==> src/rtl/core/bsm_pkg.sv <==
`timescale 1ns / 1ps
// Shared types and decode constants for the bank switch mapper core.
// No dependencies; imported by the core, decode and state modules.
package bsm_pkg;

  typedef enum logic {
    ACT_WRITE = 1'b0,
    ACT_TICK  = 1'b1
  } action_t;

  localparam logic [15:0] ADDR_MASK = 16'hF0CF;

  // Upper nibble of the masked address
  localparam logic [3:0] HI_PRG_LOW  = 4'h8;
  localparam logic [3:0] HI_MODE     = 4'h9;
  localparam logic [3:0] HI_PRG_MID  = 4'hA;
  localparam logic [3:0] HI_CHR01    = 4'hB;
  localparam logic [3:0] HI_CHR23    = 4'hC;
  localparam logic [3:0] HI_CHR45    = 4'hD;
  localparam logic [3:0] HI_CHR67    = 4'hE;
  localparam logic [3:0] HI_IRQ      = 4'hF;

  // Low byte of the masked address, named by the address lines that are set
  localparam logic [7:0] LO_NONE = 8'h00;
  localparam logic [7:0] LO_A0   = 8'h01;
  localparam logic [7:0] LO_A1   = 8'h02;
  localparam logic [7:0] LO_A0A1 = 8'h03;
  localparam logic [7:0] LO_A2   = 8'h04;
  localparam logic [7:0] LO_A1A2 = 8'h06;
  localparam logic [7:0] LO_A6   = 8'h40;
  localparam logic [7:0] LO_A7   = 8'h80;
  localparam logic [7:0] LO_A6A7 = 8'hC0;

  localparam logic [1:0] PRG_SLOT_8000 = 2'd0;
  localparam logic [1:0] PRG_SLOT_A000 = 2'd1;
  localparam logic [1:0] PRG_SLOT_C000 = 2'd2;

  localparam logic [7:0] CNT_MAX  = 8'hFF;
  localparam int         CHR_REGS = 8;

  typedef struct packed {
    logic [CHR_REGS-1:0][7:0] chr;
    logic [7:0]               mode;
    logic [7:0]               irq_reload;
    logic [7:0]               irq_count;
    logic [1:0]               irq_ctrl;
  } bsm_state_t;

  typedef struct packed {
    logic       chr_we;
    logic [2:0] chr_idx;
    logic [7:0] chr_val;
    logic [7:0] mode;
    logic [7:0] irq_reload;
    logic [7:0] irq_count;
    logic [1:0] irq_ctrl;
  } bsm_upd_t;

  typedef struct packed {
    logic       prg_valid;
    logic [1:0] prg_slot;
    logic [7:0] prg_bank;
    logic       chr_valid;
    logic [2:0] chr_slot;
    logic [7:0] chr_bank;
    logic       mirror_valid;
    logic [1:0] mirror_mode;
    logic       irq_pulse;
  } bsm_res_t;

endpackage

==> src/rtl/core/bank_switch_mapper_with_scanline_irq_core.sv <==
`timescale 1ns / 1ps
// Bank switch mapper core: input register, decode, result register.
// An item passes from the input register to the result register; while
// the output stalls, it waits in the input register.
// Throughput: one item per cycle unless the output stalls; state updates as
// an item leaves the input register, so the next item sees them directly.
// Reset clears both stage valids and loads the mapper state defaults.
// Depends on bsm_pkg, bsm_decode, bsm_state.
module bank_switch_mapper_with_scanline_irq_core import bsm_pkg::*; (
  input  logic        clk,
  input  logic        rst,
  input  logic        in_valid,
  output logic        in_stall,
  input  logic        action,
  input  logic [15:0] addr,
  input  logic [7:0]  wdata,
  output logic        out_valid,
  input  logic        out_stall,
  output logic        prg_valid,
  output logic [1:0]  prg_slot,
  output logic [7:0]  prg_bank,
  output logic        chr_valid,
  output logic [2:0]  chr_slot,
  output logic [7:0]  chr_bank,
  output logic        mirror_valid,
  output logic [1:0]  mirror_mode,
  output logic        irq_pulse
);

  logic        s1_valid;
  logic        s1_action;
  logic [15:0] s1_addr;
  logic [7:0]  s1_wdata;
  logic        s1_go;
  logic        in_take;
  bsm_state_t  st;
  bsm_upd_t    upd;
  bsm_res_t    res_next;
  bsm_res_t    res;

  assign s1_go    = s1_valid && (!out_valid || !out_stall);
  assign in_stall = s1_valid && !s1_go;
  assign in_take  = in_valid && !in_stall;

  always_ff @(posedge clk) begin
    if (rst) begin
      s1_valid <= 1'b0;
    end else if (in_take) begin
      s1_valid <= 1'b1;
    end else if (s1_go) begin
      s1_valid <= 1'b0;
    end
  end

  always_ff @(posedge clk) begin
    if (in_take) begin
      s1_action <= action;
      s1_addr   <= addr;
      s1_wdata  <= wdata;
    end
  end

  bsm_decode u_decode (
    .action (s1_action),
    .addr   (s1_addr),
    .wdata  (s1_wdata),
    .st     (st),
    .res    (res_next),
    .upd    (upd)
  );

  bsm_state u_state (
    .clk    (clk),
    .rst    (rst),
    .upd_en (s1_go),
    .upd    (upd),
    .st     (st)
  );

  always_ff @(posedge clk) begin
    if (rst) begin
      out_valid <= 1'b0;
    end else if (s1_go) begin
      out_valid <= 1'b1;
    end else if (!out_stall) begin
      out_valid <= 1'b0;
    end
  end

  // hold the result while the consumer stalls
  always_ff @(posedge clk) begin
    if (s1_go) begin
      res <= res_next;
    end
  end

  assign prg_valid    = res.prg_valid;
  assign prg_slot     = res.prg_slot;
  assign prg_bank     = res.prg_bank;
  assign chr_valid    = res.chr_valid;
  assign chr_slot     = res.chr_slot;
  assign chr_bank     = res.chr_bank;
  assign mirror_valid = res.mirror_valid;
  assign mirror_mode  = res.mirror_mode;
  assign irq_pulse    = res.irq_pulse;

endmodule

==> src/rtl/core/bsm_decode.sv <==
`timescale 1ns / 1ps
// Write decode and scanline counter step: current state and one item in,
// result and next state out. Depends on bsm_pkg.
module bsm_decode import bsm_pkg::*; (
  input  logic       action,
  input  logic [15:0] addr,
  input  logic [7:0]  wdata,
  input  bsm_state_t  st,
  output bsm_res_t    res,
  output bsm_upd_t    upd
);

  logic [15:0] m;
  logic [3:0]  hi;
  logic [7:0]  lo;
  logic [3:0]  pair;
  logic        chr_hit;
  logic        odd;
  logic        high;
  logic [2:0]  idx;
  logic [7:0]  old;

  assign m    = addr & ADDR_MASK;
  assign hi   = m[15:12];
  assign lo   = m[7:0];
  assign pair = hi - HI_CHR01;
  assign idx  = {pair[1:0], odd};
  assign old  = st.chr[idx];

  always_comb begin
    chr_hit = 1'b1;
    odd     = 1'b0;
    high    = 1'b0;
    if (lo == LO_NONE) begin
      odd  = 1'b0;
      high = 1'b0;
    end else if (lo inside {LO_A1, LO_A6}) begin
      odd  = 1'b0;
      high = 1'b1;
    end else if (lo inside {LO_A0, LO_A2, LO_A7}) begin
      odd  = 1'b1;
      high = 1'b0;
    end else if (lo inside {LO_A0A1, LO_A1A2, LO_A6A7}) begin
      odd  = 1'b1;
      high = 1'b1;
    end else begin
      chr_hit = 1'b0;
    end
  end

  always_comb begin
    res            = '0;
    upd.chr_we     = 1'b0;
    upd.chr_idx    = idx;
    upd.chr_val    = high ? {wdata[3:0], old[3:0]} : {old[7:4], wdata[3:0]};
    upd.mode       = st.mode;
    upd.irq_reload = st.irq_reload;
    upd.irq_count  = st.irq_count;
    upd.irq_ctrl   = st.irq_ctrl;
    if (action == ACT_TICK) begin
      if (st.irq_ctrl[1]) begin
        if (st.irq_count == CNT_MAX) begin
          upd.irq_count = st.irq_reload;
          upd.irq_ctrl  = {2{st.irq_ctrl[0]}};
          res.irq_pulse = 1'b1;
        end else begin
          upd.irq_count = st.irq_count + 8'd1;
        end
      end
    end else begin
      case (hi)
        HI_PRG_LOW: begin
          if (lo == LO_NONE) begin
            res.prg_valid = 1'b1;
            res.prg_slot  = st.mode[1] ? PRG_SLOT_C000 : PRG_SLOT_8000;
            res.prg_bank  = wdata;
          end
        end
        HI_PRG_MID: begin
          if (lo == LO_NONE) begin
            res.prg_valid = 1'b1;
            res.prg_slot  = PRG_SLOT_A000;
            res.prg_bank  = wdata;
          end
        end
        HI_MODE: begin
          if (lo == LO_NONE) begin
            res.mirror_valid = 1'b1;
            res.mirror_mode  = wdata[1:0];
          end else if (lo inside {LO_A1, LO_A7}) begin
            upd.mode = wdata;
          end
        end
        HI_CHR01, HI_CHR23, HI_CHR45, HI_CHR67: begin
          if (chr_hit) begin
            upd.chr_we    = 1'b1;
            res.chr_valid = 1'b1;
            res.chr_slot  = idx;
            res.chr_bank  = upd.chr_val;
          end
        end
        HI_IRQ: begin
          if (lo == LO_NONE) begin
            upd.irq_reload = {st.irq_reload[7:4], wdata[3:0]};
          end else if (lo inside {LO_A1, LO_A6}) begin
            upd.irq_reload = {wdata[3:0], st.irq_reload[3:0]};
          end else if (lo inside {LO_A0A1, LO_A6A7}) begin
            // acknowledge: restore enable from the after-ack bit
            upd.irq_ctrl = {2{st.irq_ctrl[0]}};
          end else if (lo inside {LO_A2, LO_A7}) begin
            upd.irq_ctrl = wdata[1:0];
            if (wdata[1]) begin
              upd.irq_count = st.irq_reload;
            end
          end
        end
        default: begin
        end
      endcase
    end
  end

endmodule

==> src/rtl/core/bsm_state.sv <==
`timescale 1ns / 1ps
// Mapper state registers: character banks, mode, IRQ latch, counter, control.
// Depends on bsm_pkg; loaded from the decode update on each transfer.
module bsm_state import bsm_pkg::*; (
  input  logic       clk,
  input  logic       rst,
  input  logic       upd_en,
  input  bsm_upd_t   upd,
  output bsm_state_t st
);

  always_ff @(posedge clk) begin
    if (rst) begin
      for (int i = 0; i < CHR_REGS; i++) begin
        st.chr[i] <= 8'(i);
      end
      st.mode       <= '0;
      st.irq_reload <= '0;
      st.irq_count  <= '0;
      st.irq_ctrl   <= '0;
    end else if (upd_en) begin
      if (upd.chr_we) begin
        st.chr[upd.chr_idx] <= upd.chr_val;
      end
      st.mode       <= upd.mode;
      st.irq_reload <= upd.irq_reload;
      st.irq_count  <= upd.irq_count;
      st.irq_ctrl   <= upd.irq_ctrl;
    end
  end

endmodule

==> config.mk <==
export PLATFORM = sky130hd
export DESIGN_NAME = bank_switch_mapper_with_scanline_irq_core
export DESIGN_NICKNAME = d
export VERILOG_FILES = /design/src/rtl/core/bsm_pkg.sv /design/src/rtl/core/bank_switch_mapper_with_scanline_irq_core.sv /design/src/rtl/core/bsm_decode.sv /design/src/rtl/core/bsm_state.sv
export SDC_FILE = /design/constraint.sdc
export NUM_CORES = 1
export LEC_CHECK = 0
export ABC_AREA = 1
export BUFFER_PORTS_ARGS = -buffer_cell sky130_fd_sc_hd__buf_2
export CAP_MARGIN = 20
export CORE_MARGIN = 2
export CORE_UTILIZATION = 50
export CTS_BUF_LIST = sky130_fd_sc_hd__clkbuf_8
export DETAILED_ROUTE_END_ITERATION = 10
export GPL_ROUTABILITY_DRIVEN = 0
export PLACE_DENSITY = 0.69
export SLEW_MARGIN = 10
export SYNTH_ARGS = -nofsm -noshare
export SYNTH_HDL_FRONTEND = slang
export SYNTH_SLANG_ARGS = --single-unit
==> constraint.sdc <==
create_clock -name clk -period 5.7 [get_ports clk]
set_input_delay 0.285 -clock clk [delete_from_list [all_inputs] [get_ports clk]]
set_output_delay 0.285 -clock clk [all_outputs]
set_load 0.01 [all_outputs]
**Yosys cells after proc, flatten, opt, wreduce, memory -nomap -nowiden**

Cells that the tools add are included.

- Add/sub/neg operators: 2
- $mul: 0
- Divide/modulo/power cells: 0
- $lt $le $gt $ge: 2
- Eq/ne operators: 22
- Shifts and indexed selects: 0
- Muxes and demuxes: 41
- Bitwise gates (word level): 7
- Reductions and logical operators: 34

Operators with widths:

| cell | number |
|---|---|
| $bwmux 64 | 1 |
| $mux 10 | 6 |
| $mux 8 | 6 |
| $eq 4x4->1 const B | 8 |
| $bmux 8 s3 | 1 |
| $demux 8 s3 | 1 |
| $mux 11 | 2 |
| $pmux 11 s2 | 1 |
| $mux 1 | 17 |
| $reduce_bool 2->1 | 8 |
| $reduce_and 5->1 | 3 |
| $eq 6x2->1 const B | 2 |
| $eq 6x3->1 const B | 2 |
| $eq 6x6->1 const B | 2 |
| $mux 12 | 1 |
| $reduce_bool 3->1 | 3 |
| $add 8x1->8 const B | 1 |
| $eq 8x8->1 const B | 1 |
| $logic_not 8->1 | 1 |
| $reduce_and 8->1 | 1 |
| $not 1->1 | 7 |
| $reduce_and 7->1 | 1 |
| $eq 6x1->1 const B | 1 |
| $eq 6x5->1 const B | 1 |
| other kinds (16) | 30 |

- Flip-flop bits (word level): 138
- Bits in latches: 0
- Bits in writable memories: 0
- Memory bits (read-only): 0
- Input port bits: 29
- Output and inout port bits: 29
- Memories: 0

**Longest topological paths before layout**

Gate-level depths: netlist of the first run.

- Depth after elaboration: 11
- Mapped depth: 15
- Gate-level depth less buffers: 14

**Modules after synthesis**

Synthesis of the first run repeated with hierarchy kept, for this count alone.

- Cells, all modules: 924
- Area total of the unflattened synthesis: 7156.9 um^2

Modules (own cells, without submodules):

| module | times used | cells each | area each (um^2) | sequential area each (um^2) |
|---|---|---|---|---|
| bsm_state | 1 | 477 | 3603.5 | 1801.7 |
| bsm_decode | 1 | 383 | 1900.6 | 0.0 |
| bank_switch_mapper_with_scanline_irq_core | 1 | 64 | 1652.8 | 1601.5 |

**Least setup slack after synthesis of the first run**

Ideal clock, no wire load.

- Kind: register to register
- From: register s1_addr[12]
- To: register, netlist name u_state.st[65]
- Setup time: 0.109 ns
- Arrival time: 2.343 ns
- Data required time: 5.591 ns
- Setup slack: 3.248 ns
- Stages on the path, launching flop included: 15
- Cell sequence: edfxtp_1 > buf_2 > clkinv_1 > clkbuf_1 > ha_1 > inv_1 > a31oi_1 > a21o_1 > nand2_1 > nor2_1 > nand2_1 > inv_1 > nand3_1 > nand2_1 > inv_1

- Longest elaborated chain between the ends: 6
- Elaborated cells between the ends (all ways): 18
- Those cells by class: add/sub: 1; order compare: 2; eq/ne: 4; mux: 8; reduce/logical: 3

RTL lines:

| item | line | text |
|---|---|---|
| start, declared | bank_switch_mapper_with_scanline_irq_core.sv:32 | `logic [15:0] s1_addr;` |
| start signal, assigned | bank_switch_mapper_with_scanline_irq_core.sv:58 | `s1_addr <= addr;` |
| $sub 2x2->2 (*) | bsm_decode.sv:26 | `assign pair = hi - HI_CHR01;` |
| named net u_decode.pair[0] | bsm_decode.sv:16 | `logic [3:0] pair;` |
| $lt 3x4->1 (not written as such) / $ge 3x1->1 (equally long branches) | bsm_state.sv:23 | `st.chr[upd.chr_idx] <= upd.chr_val;` |
| $logic_and 1x1->1 (not written as such) | bsm_state.sv:23 |  |
| $mux 8 (not written as such) | bsm_state.sv:23 |  |
| $demux 8 s3 | - |  |
| $bwmux 64 (*) | bsm_state.sv:23 |  |

Mark *: on every way through the listed nets, which the timed path passes. The rest lies on a longest branch. The select of a mux whose other input is x is not followed.
A chain may end at the register's enable or synchronous reset.

**Worst setup path after layout of the first run**

- From: register s1_addr[12]
- To: register, netlist name u_state.st[74]

- Longest elaborated chain between the ends: 6
- Elaborated cells between the ends (all ways): 18
- Those cells by class: add/sub: 1; order compare: 2; eq/ne: 4; mux: 8; reduce/logical: 3

RTL lines:

| item | line |
|---|---|
| $sub 2x2->2 | bsm_decode.sv:26 |
| $lt 3x4->1 (not written as such) / $ge 3x1->1 (equally long branches) | bsm_state.sv:23 |
| $logic_and 1x1->1 (not written as such) | bsm_state.sv:23 |
| $mux 8 (not written as such) | bsm_state.sv:23 |
| $demux 8 s3 | - |
| $bwmux 64 | bsm_state.sv:23 |

Several ways; a longest one is shown, not always the timed one. The select of a mux whose other input is x is not followed.

==> impl_metrics.env, run 1 <==
export IMPL_clk_insertion_delay_late_ns=0.46
export IMPL_min_period_ns=3.83
export IMPL_via_count=5626
export IMPL_postLayoutSetupSlackWorst_ns=1.87
export IMPL_period_share_pct=67.1
export IMPL_grt_antenna_before_repair=0
export IMPL_grt_pass1_wl_um=25100
export IMPL_coreArea_sq_um=12600
export IMPL_synthCells=836
export IMPL_critPathKind="reg -> reg"
export IMPL_ir_worst_vdd_uv=148
export IMPL_finalWirelength_um=15700
export IMPL_critPathCaptureType="register"
export IMPL_area_delta_synth_final_pct=14.6
export IMPL_nets=934
export IMPL_synth_cell_types=35
export IMPL_tightest_slew_ns=0.954
export IMPL_wire_per_inst_um=14.5
export IMPL_post_place_ws_ns=2.03
export IMPL_cts_resized=0
export IMPL_syn_area_per_cell_sq_um=7.66
export IMPL_die_area_sq_um=13700
export IMPL_critPathLaunchType="register"
export IMPL_grtUsageTotal_pct=24.1
export IMPL_worstPathArrival_ns=4.23
export IMPL_finalPower_mw=1.98
export IMPL_rsz0062_at_grt="no"
export IMPL_required_ns=6.10
export IMPL_cts_path_max_buffers=2
export IMPL_num_rows=41
export IMPL_htree_levels=4
export IMPL_syn_area_sq_um=6410
export IMPL_post_cts_repair_setup_buffers=0
export IMPL_numPortBuffers=51
export IMPL_skew_ns=0.0112
export IMPL_drv_slew=0
export IMPL_status="finished, final reports clean"
export IMPL_path_clk_slew_ns=0.07
export IMPL_setup_tns_ns=0
export IMPL_setup_viol=0
export IMPL_cts_sinks=131
export IMPL_ant_nets=0
export IMPL_fmax_ghz=0.261
export IMPL_dp_hpwl_um=10100
export IMPL_numCtsBuffers=17
export IMPL_hold_viol_final=0
export IMPL_syn_nets=871
export IMPL_start_util_pct=51.0
export IMPL_grt_pass1_vias=4865
export IMPL_max_cap_viol_count=0
export IMPL_p_per_area_nw_per_um2=270
export IMPL_cts_root_buf="clkbuf_8"
export IMPL_synth_seq_cells=131
export IMPL_ioPinCount=58
export IMPL_final_cells=1084
export IMPL_cp_max_fo=20
export IMPL_die_h_um=117
export IMPL_via_per_inst=5.19
export IMPL_grt_overflow=0
export IMPL_dp_cells=1037
export IMPL_power_leakage_nw=3.30
export IMPL_slew_headroom_pct=36.3
export IMPL_die_x_um=117
export IMPL_cts_tree="built"
export IMPL_min_path_type="in -> reg"
export IMPL_grt_max_degree=69
export IMPL_drt_initial_drc_count=656
export IMPL_antennaDiodeCount=0
export IMPL_drtPass1Iterations=6
export IMPL_ys_seq_area_share_pct=48.1
export IMPL_synth_warnings=0
export IMPL_drc=0
export IMPL_drive_gt1_share_pct=13.2
export IMPL_hold_slack_ns=0.0190
==> registers in the layout, indices dropped and copies added (netlist names), 2 cells and up <==
name and flops:
u_state.st 83, s1_addr 10, chr_bank 8, prg_bank 8
s1_wdata 8, chr_slot 3, mirror_mode 2, prg_slot 2
==> power breakdown <==
group	total (mW)	switching, mW	internal [mW]
clock network	0.813	0.372	0.441
registers	1.00	0.0130	0.987
logic	0.171	0.119	0.0513
==> placed cells by master, fill, tap and decap left out, types with 2 or more instances in the layout <==
cell type        n
clkbuf_8        18
nand3_2          5
nor2_1          39
inv_2            8
clkinv_4         5
nand2_2          7
dlygate4sd3_1   14
clkinv_1         3
nor2_4           5
a31oi_1          2
nand3_1        141
buf_2           51
nand2_1        159
nand3_4          5
dfxtp_1         85
edfxtp_1        46
a21oi_1         96
nor2_2           2
clkinv_2         3
inv_1          164
ha_1             6
xor2_1           2
nand4_1          4
o21ai_0         24
bufinv_16        3
==> metal layers <==
layer / vias to the layer above / track usage (%) / part of all wire [%]
li1: 2817 / - / -
met2: 230 / 36.3 / 45
met4: 0 / 8.31 / 1.5
met1: 2560 / 34.5 / 45
met3: 19 / 4.99 / 7.8
met5: - / 0 / 0
==> cell usage after synthesis <==
| library cell | number | area (sq um) |
|---|---|---|
| nor4_1 | 1 | 6.26 |
| nor2_1 | 39 | 146 |
| dfxtp_1 | 85 | 1700 |
| nand3_4 | 5 | 87.6 |
| edfxtp_1 | 46 | 1380 |
| buf_4 | 1 | 7.51 |
| buf_2 | 8 | 40.0 |
| nand2_1 | 159 | 597 |
| ha_1 | 6 | 75.1 |
| nor2_2 | 2 | 12.5 |
| nand3_1 | 141 | 706 |
| inv_4 | 1 | 6.26 |
| a22oi_1 | 1 | 7.51 |
| a311oi_1 | 1 | 8.76 |
| clkbuf_1 | 11 | 41.3 |
| o21ai_1 | 1 | 5.00 |
| o21ai_0 | 24 | 120 |
| nor2_8 | 1 | 20.0 |
| a21oi_4 | 1 | 16.3 |
| nand2_4 | 1 | 11.3 |
| xor2_1 | 2 | 17.5 |
| nand2_2 | 7 | 43.8 |
| clkinv_1 | 2 | 7.51 |
| a22o_1 | 1 | 8.76 |
| buf_6 | 3 | 33.8 |
| nand4_1 | 4 | 25.0 |
| nor3_4 | 1 | 16.3 |
| a31oi_1 | 2 | 12.5 |
| nor2_4 | 5 | 56.3 |
| inv_1 | 163 | 612 |
| inv_2 | 8 | 30.0 |
| nand3_2 | 5 | 50.1 |
| a21oi_1 | 96 | 480 |
| nand3b_1 | 1 | 7.51 |
| a21o_1 | 1 | 7.51 |
==> per-stage QoR <==
| step | util [%] | instance area [sq um] |
|---|---|---|
| final | 58.4 | 7340 |
| after global routing | 58.4 | 7340 |
| after CTS | 58.1 | 7300 |
| after detailed placement | 53.8 | 6760 |
| after global placement | 53.8 | 6760 |
| after floorplan | - | 6410 |
==> area by class of cell <==
cell class	instances	area (sq um)
Timing Repair Buffer	67	430
Tap cell	172	215
Inverter	174	656
Fill cell	1208	5230
Clock inverter	14	164
Clock buffer	18	248
Multi-Input combinational cell	508	2540
Sequential cell	131	3080
==> cell families after synthesis <==
kind of cell	count (synthesis)	synth area share (%)
simple gates	372	27.9
buf+inv	197	12.1
xor+xnor	2	0.273
fa+ha+maj	6	1.17
compound gates	128	10.4
flops	131	48.1
==> final timing paths <==
check | endpoint | startpoint | slack, ns | cells past startpoint
worst max-delay path | u_state.st[74] | s1_addr[12] | 1.87 | 12
worst min register to register | u_state.st[60] | u_state.st[60] | 0.47 | 2
worst max register to register | u_state.st[74] | s1_addr[12] | 1.87 | 12
worst min-delay path | s1_wdata[5] | wdata[5] | 0.02 | 1
==> what timing repair did <==
item	in CTS	in global routing
endpoints found under the setup margin	0	0
hold buffers	13	1
hold endpoints to repair	13	1
==> critical path, stage by stage, from the launching register on <==
cell      delay [ns]
edfxtp_1        0.92
clkinv_1        0.85
ha_1            0.49
inv_1           0.11
a31oi_1         0.09
a21o_1          0.16
nand2_1         0.13
nor2_1          0.10
nand2_1         0.34
inv_1           0.28
nand3_1         0.18
nand2_1         0.06
inv_1           0.05
Note: power is estimated with default switching activity, not from simulation.
==> inputs of run 2 (changes only) <==
clock period = 3.6 ns   (was 5.7 ns; I/O delays follow)
==> impl_metrics.env, run 2 (synthesized netlist as in run 1, its figures left out) <==
export IMPL_status="finished, final reports clean"
export IMPL_antennaDiodeCount=0
export IMPL_numCtsBuffers=17
export IMPL_min_period_ns=2.53
export IMPL_rrSetupSlack_ns=1.07
export IMPL_critPathKind="reg -> reg"
export IMPL_worstPathArrival_ns=2.88
export IMPL_hold_depth=3
export IMPL_finalInstanceArea_sq_um=7440
export IMPL_crit_family="simple AND/OR/NAND/NOR gates"
export IMPL_ant_nets=0
export IMPL_min_delay_start="out_stall"
export IMPL_tightest_slew_ns=0.757
export IMPL_area_delta_synth_final_pct=16.1
export IMPL_numPortBuffers=51
export IMPL_htree_levels=4
export IMPL_drive_gt1_share_pct=13.3
export IMPL_r2r_worst_path_cells=12
export IMPL_critPathCaptureType="register"
export IMPL_r2r_start="s1_addr[12]"
export IMPL_top_regs="u_state.st (83), s1_addr (10)"
export IMPL_grt_max_degree=38
export IMPL_path_cells="buf_4 > ha_1 > inv_1 > a31oi_1 > a21o_1 > nand2_1 > nor2_1 > nand2_1 > inv_1 > nand3_1 > nand2_1 > inv_1"
export IMPL_max_cap_viol_count=0
export IMPL_grt_use_met1_pct=34.0
export IMPL_regArea_sq_um=3080
export IMPL_start_util_pct=51.0
export IMPL_drtPass1Iterations=7
export IMPL_post_cts_repair_setup_buffers=0
export IMPL_path_buf_inv=4
export IMPL_startpoint="s1_addr[12]"
export IMPL_p_per_area_nw_per_um2=433
export IMPL_via_count=5666
export IMPL_p_sw_uw=773
export IMPL_hold_viol_final=0
export IMPL_die_area_sq_um=13700
export IMPL_crit_reg2reg_capture="u_state.st[77]"
export IMPL_cp_max_fo=19
export IMPL_die_x_um=117
export IMPL_multi_input_area_sq_um=2540
export IMPL_slew_headroom_pct=49.5
export IMPL_fmax_ghz=0.395
export IMPL_path_clk_slew_ns=0.07
export IMPL_ioPinCount=58
export IMPL_power_frac_clock_pct=42.3
export IMPL_top_usage_layer="met2"
export IMPL_skew_ns=0.00893
export IMPL_via_per_inst=5.18
export IMPL_grt_pass1_vias=5015
export IMPL_grtUsageTotal_pct=24.4
export IMPL_grt_pass1_wl_um=25300
export IMPL_cts_root_buf="clkbuf_8"
export IMPL_use_met2_pct=37.2
export IMPL_slowest_delay_ns=0.36
export IMPL_clk_insertion_delay_late_ns=0.46
export IMPL_cts_resized=0
export IMPL_required_ns=3.95
export IMPL_slowest_stage="edfxtp_1"
export IMPL_setup_tns_ns=0
export IMPL_finalWirelength_um=15800
export IMPL_critPathLaunchType="register"
export IMPL_die_h_um=117
export IMPL_drc=0
export IMPL_num_fill_cells=1206
export IMPL_nets=944
export IMPL_rsz0062_at_grt="no"
export IMPL_finalPower_mw=3.22
export IMPL_drt_initial_drc_count=552
export IMPL_final_common_cell="inv_1"
export IMPL_setup_viol=0
export IMPL_met3_usage_pct=5.61
export IMPL_wire_per_inst_um=14.5
export IMPL_cts_tree="built"
export IMPL_power_leakage_nw=3.35
export IMPL_placed_cell_area_sq_um=6800
export IMPL_p_sw_share_pct=24.0
export IMPL_cts_path_max_buffers=2
export IMPL_period_share_pct=70.3
export IMPL_ir_worst_vdd_uv=207
export IMPL_drv_slew=0
export IMPL_min_path_type="in -> reg"
export IMPL_num_rows=41
export IMPL_p_seq_share_pct=49.0
export IMPL_min_to="out_valid"
export IMPL_dp_hpwl_um=10400
export IMPL_grt_antenna_before_repair=0
export IMPL_final_cell_mix="165 x inv_1, 159 x nand2_1, 141 x nand3_1"
export IMPL_regMostFlops="u_state.st"
export IMPL_comb_power_share_pct=8.7
export IMPL_grt_overflow=0
export IMPL_intPower_mw=2.45
export IMPL_cts_sinks=131
export IMPL_largest_register_ffs=83
export IMPL_coreArea_sq_um=12600
==> run 2: cell types whose count changed in the layout (fill, tap and decap cells not counted), sizes merged <==
cell         delta
inv             +1
clkbuf          +2
bufinv          +1
clkinv          -4
buf             +4
dlygate4sd3     +6
==> run 2: cell type report <==
cell class / count / share of cell area, %
Clock inverter: 12 / 2.19
Clock buffer: 20 / 3.70
Inverter: 174 / 8.82
Tap cell: 172 / 2.89
Sequential cell: 131 / 41.5
Timing Repair Buffer: 77 / 6.73
Multi-Input combinational cell: 508 / 34.2
==> run 2: worst max path at each step <==
stage                           to  slack (ns)  cells after the start
finish              u_state.st[77]        1.07                     12
global route        u_state.st[61]        0.85                     12
CTS                 u_state.st[77]        1.14                     12
detailed placement  u_state.st[89]        1.15                     11
global placement    u_state.st[89]        1.15                     11
floorplan           u_state.st[65]        1.15                     14
==> run 2: per-layer routing <==
metal / wire length [um] / up-vias
met5: 0 / -
met4: 300 / 0
met3: 1150 / 23
met2: 7130 / 229
met1: 7270 / 2586
li1: - / 2828
==> run 2: power by group through the flow <==
stage	clock [mW]	sequential (mW)	combinational, mW
after floorplan	0	1.62	0.165
after global placement	0	1.61	0.256
after detailed placement	0	1.61	0.258
after CTS	1.38	1.58	0.275
after global routing	1.44	1.58	0.306
final	1.36	1.58	0.280
==> run 2: repair_timing <==
action	CTS	global route
setup endpoints to repair	0	0
hold buffers	20	0
hold endpoints to repair	20	0
==> run 2: worst register-to-register path, delay by kind of cell (launching register included) <==
| kind | cells | cell delay [ns] |
|---|---|---|
| flops | 1 | 0.36 |
| simple gates | 5 | 0.87 |
| fa+ha+maj | 1 | 0.22 |
| compound gates | 2 | 0.24 |
| buf+inv | 4 | 0.75 |
==> run 2: stage by stage <==
stage	hold slack [ns]	instances	util, %	setup WS [ns]
2_1_floorplan	0.279	836	-	1.15
3_3_place_gp	0.356	1042	54.1	1.15
3_5_place_dp	0.359	1042	54.1	1.15
4_1_cts	0.0378	1094	59.2	1.14
5_1_grt	0.0637	1094	59.2	0.850
6_report	0.0498	1094	59.2	1.07
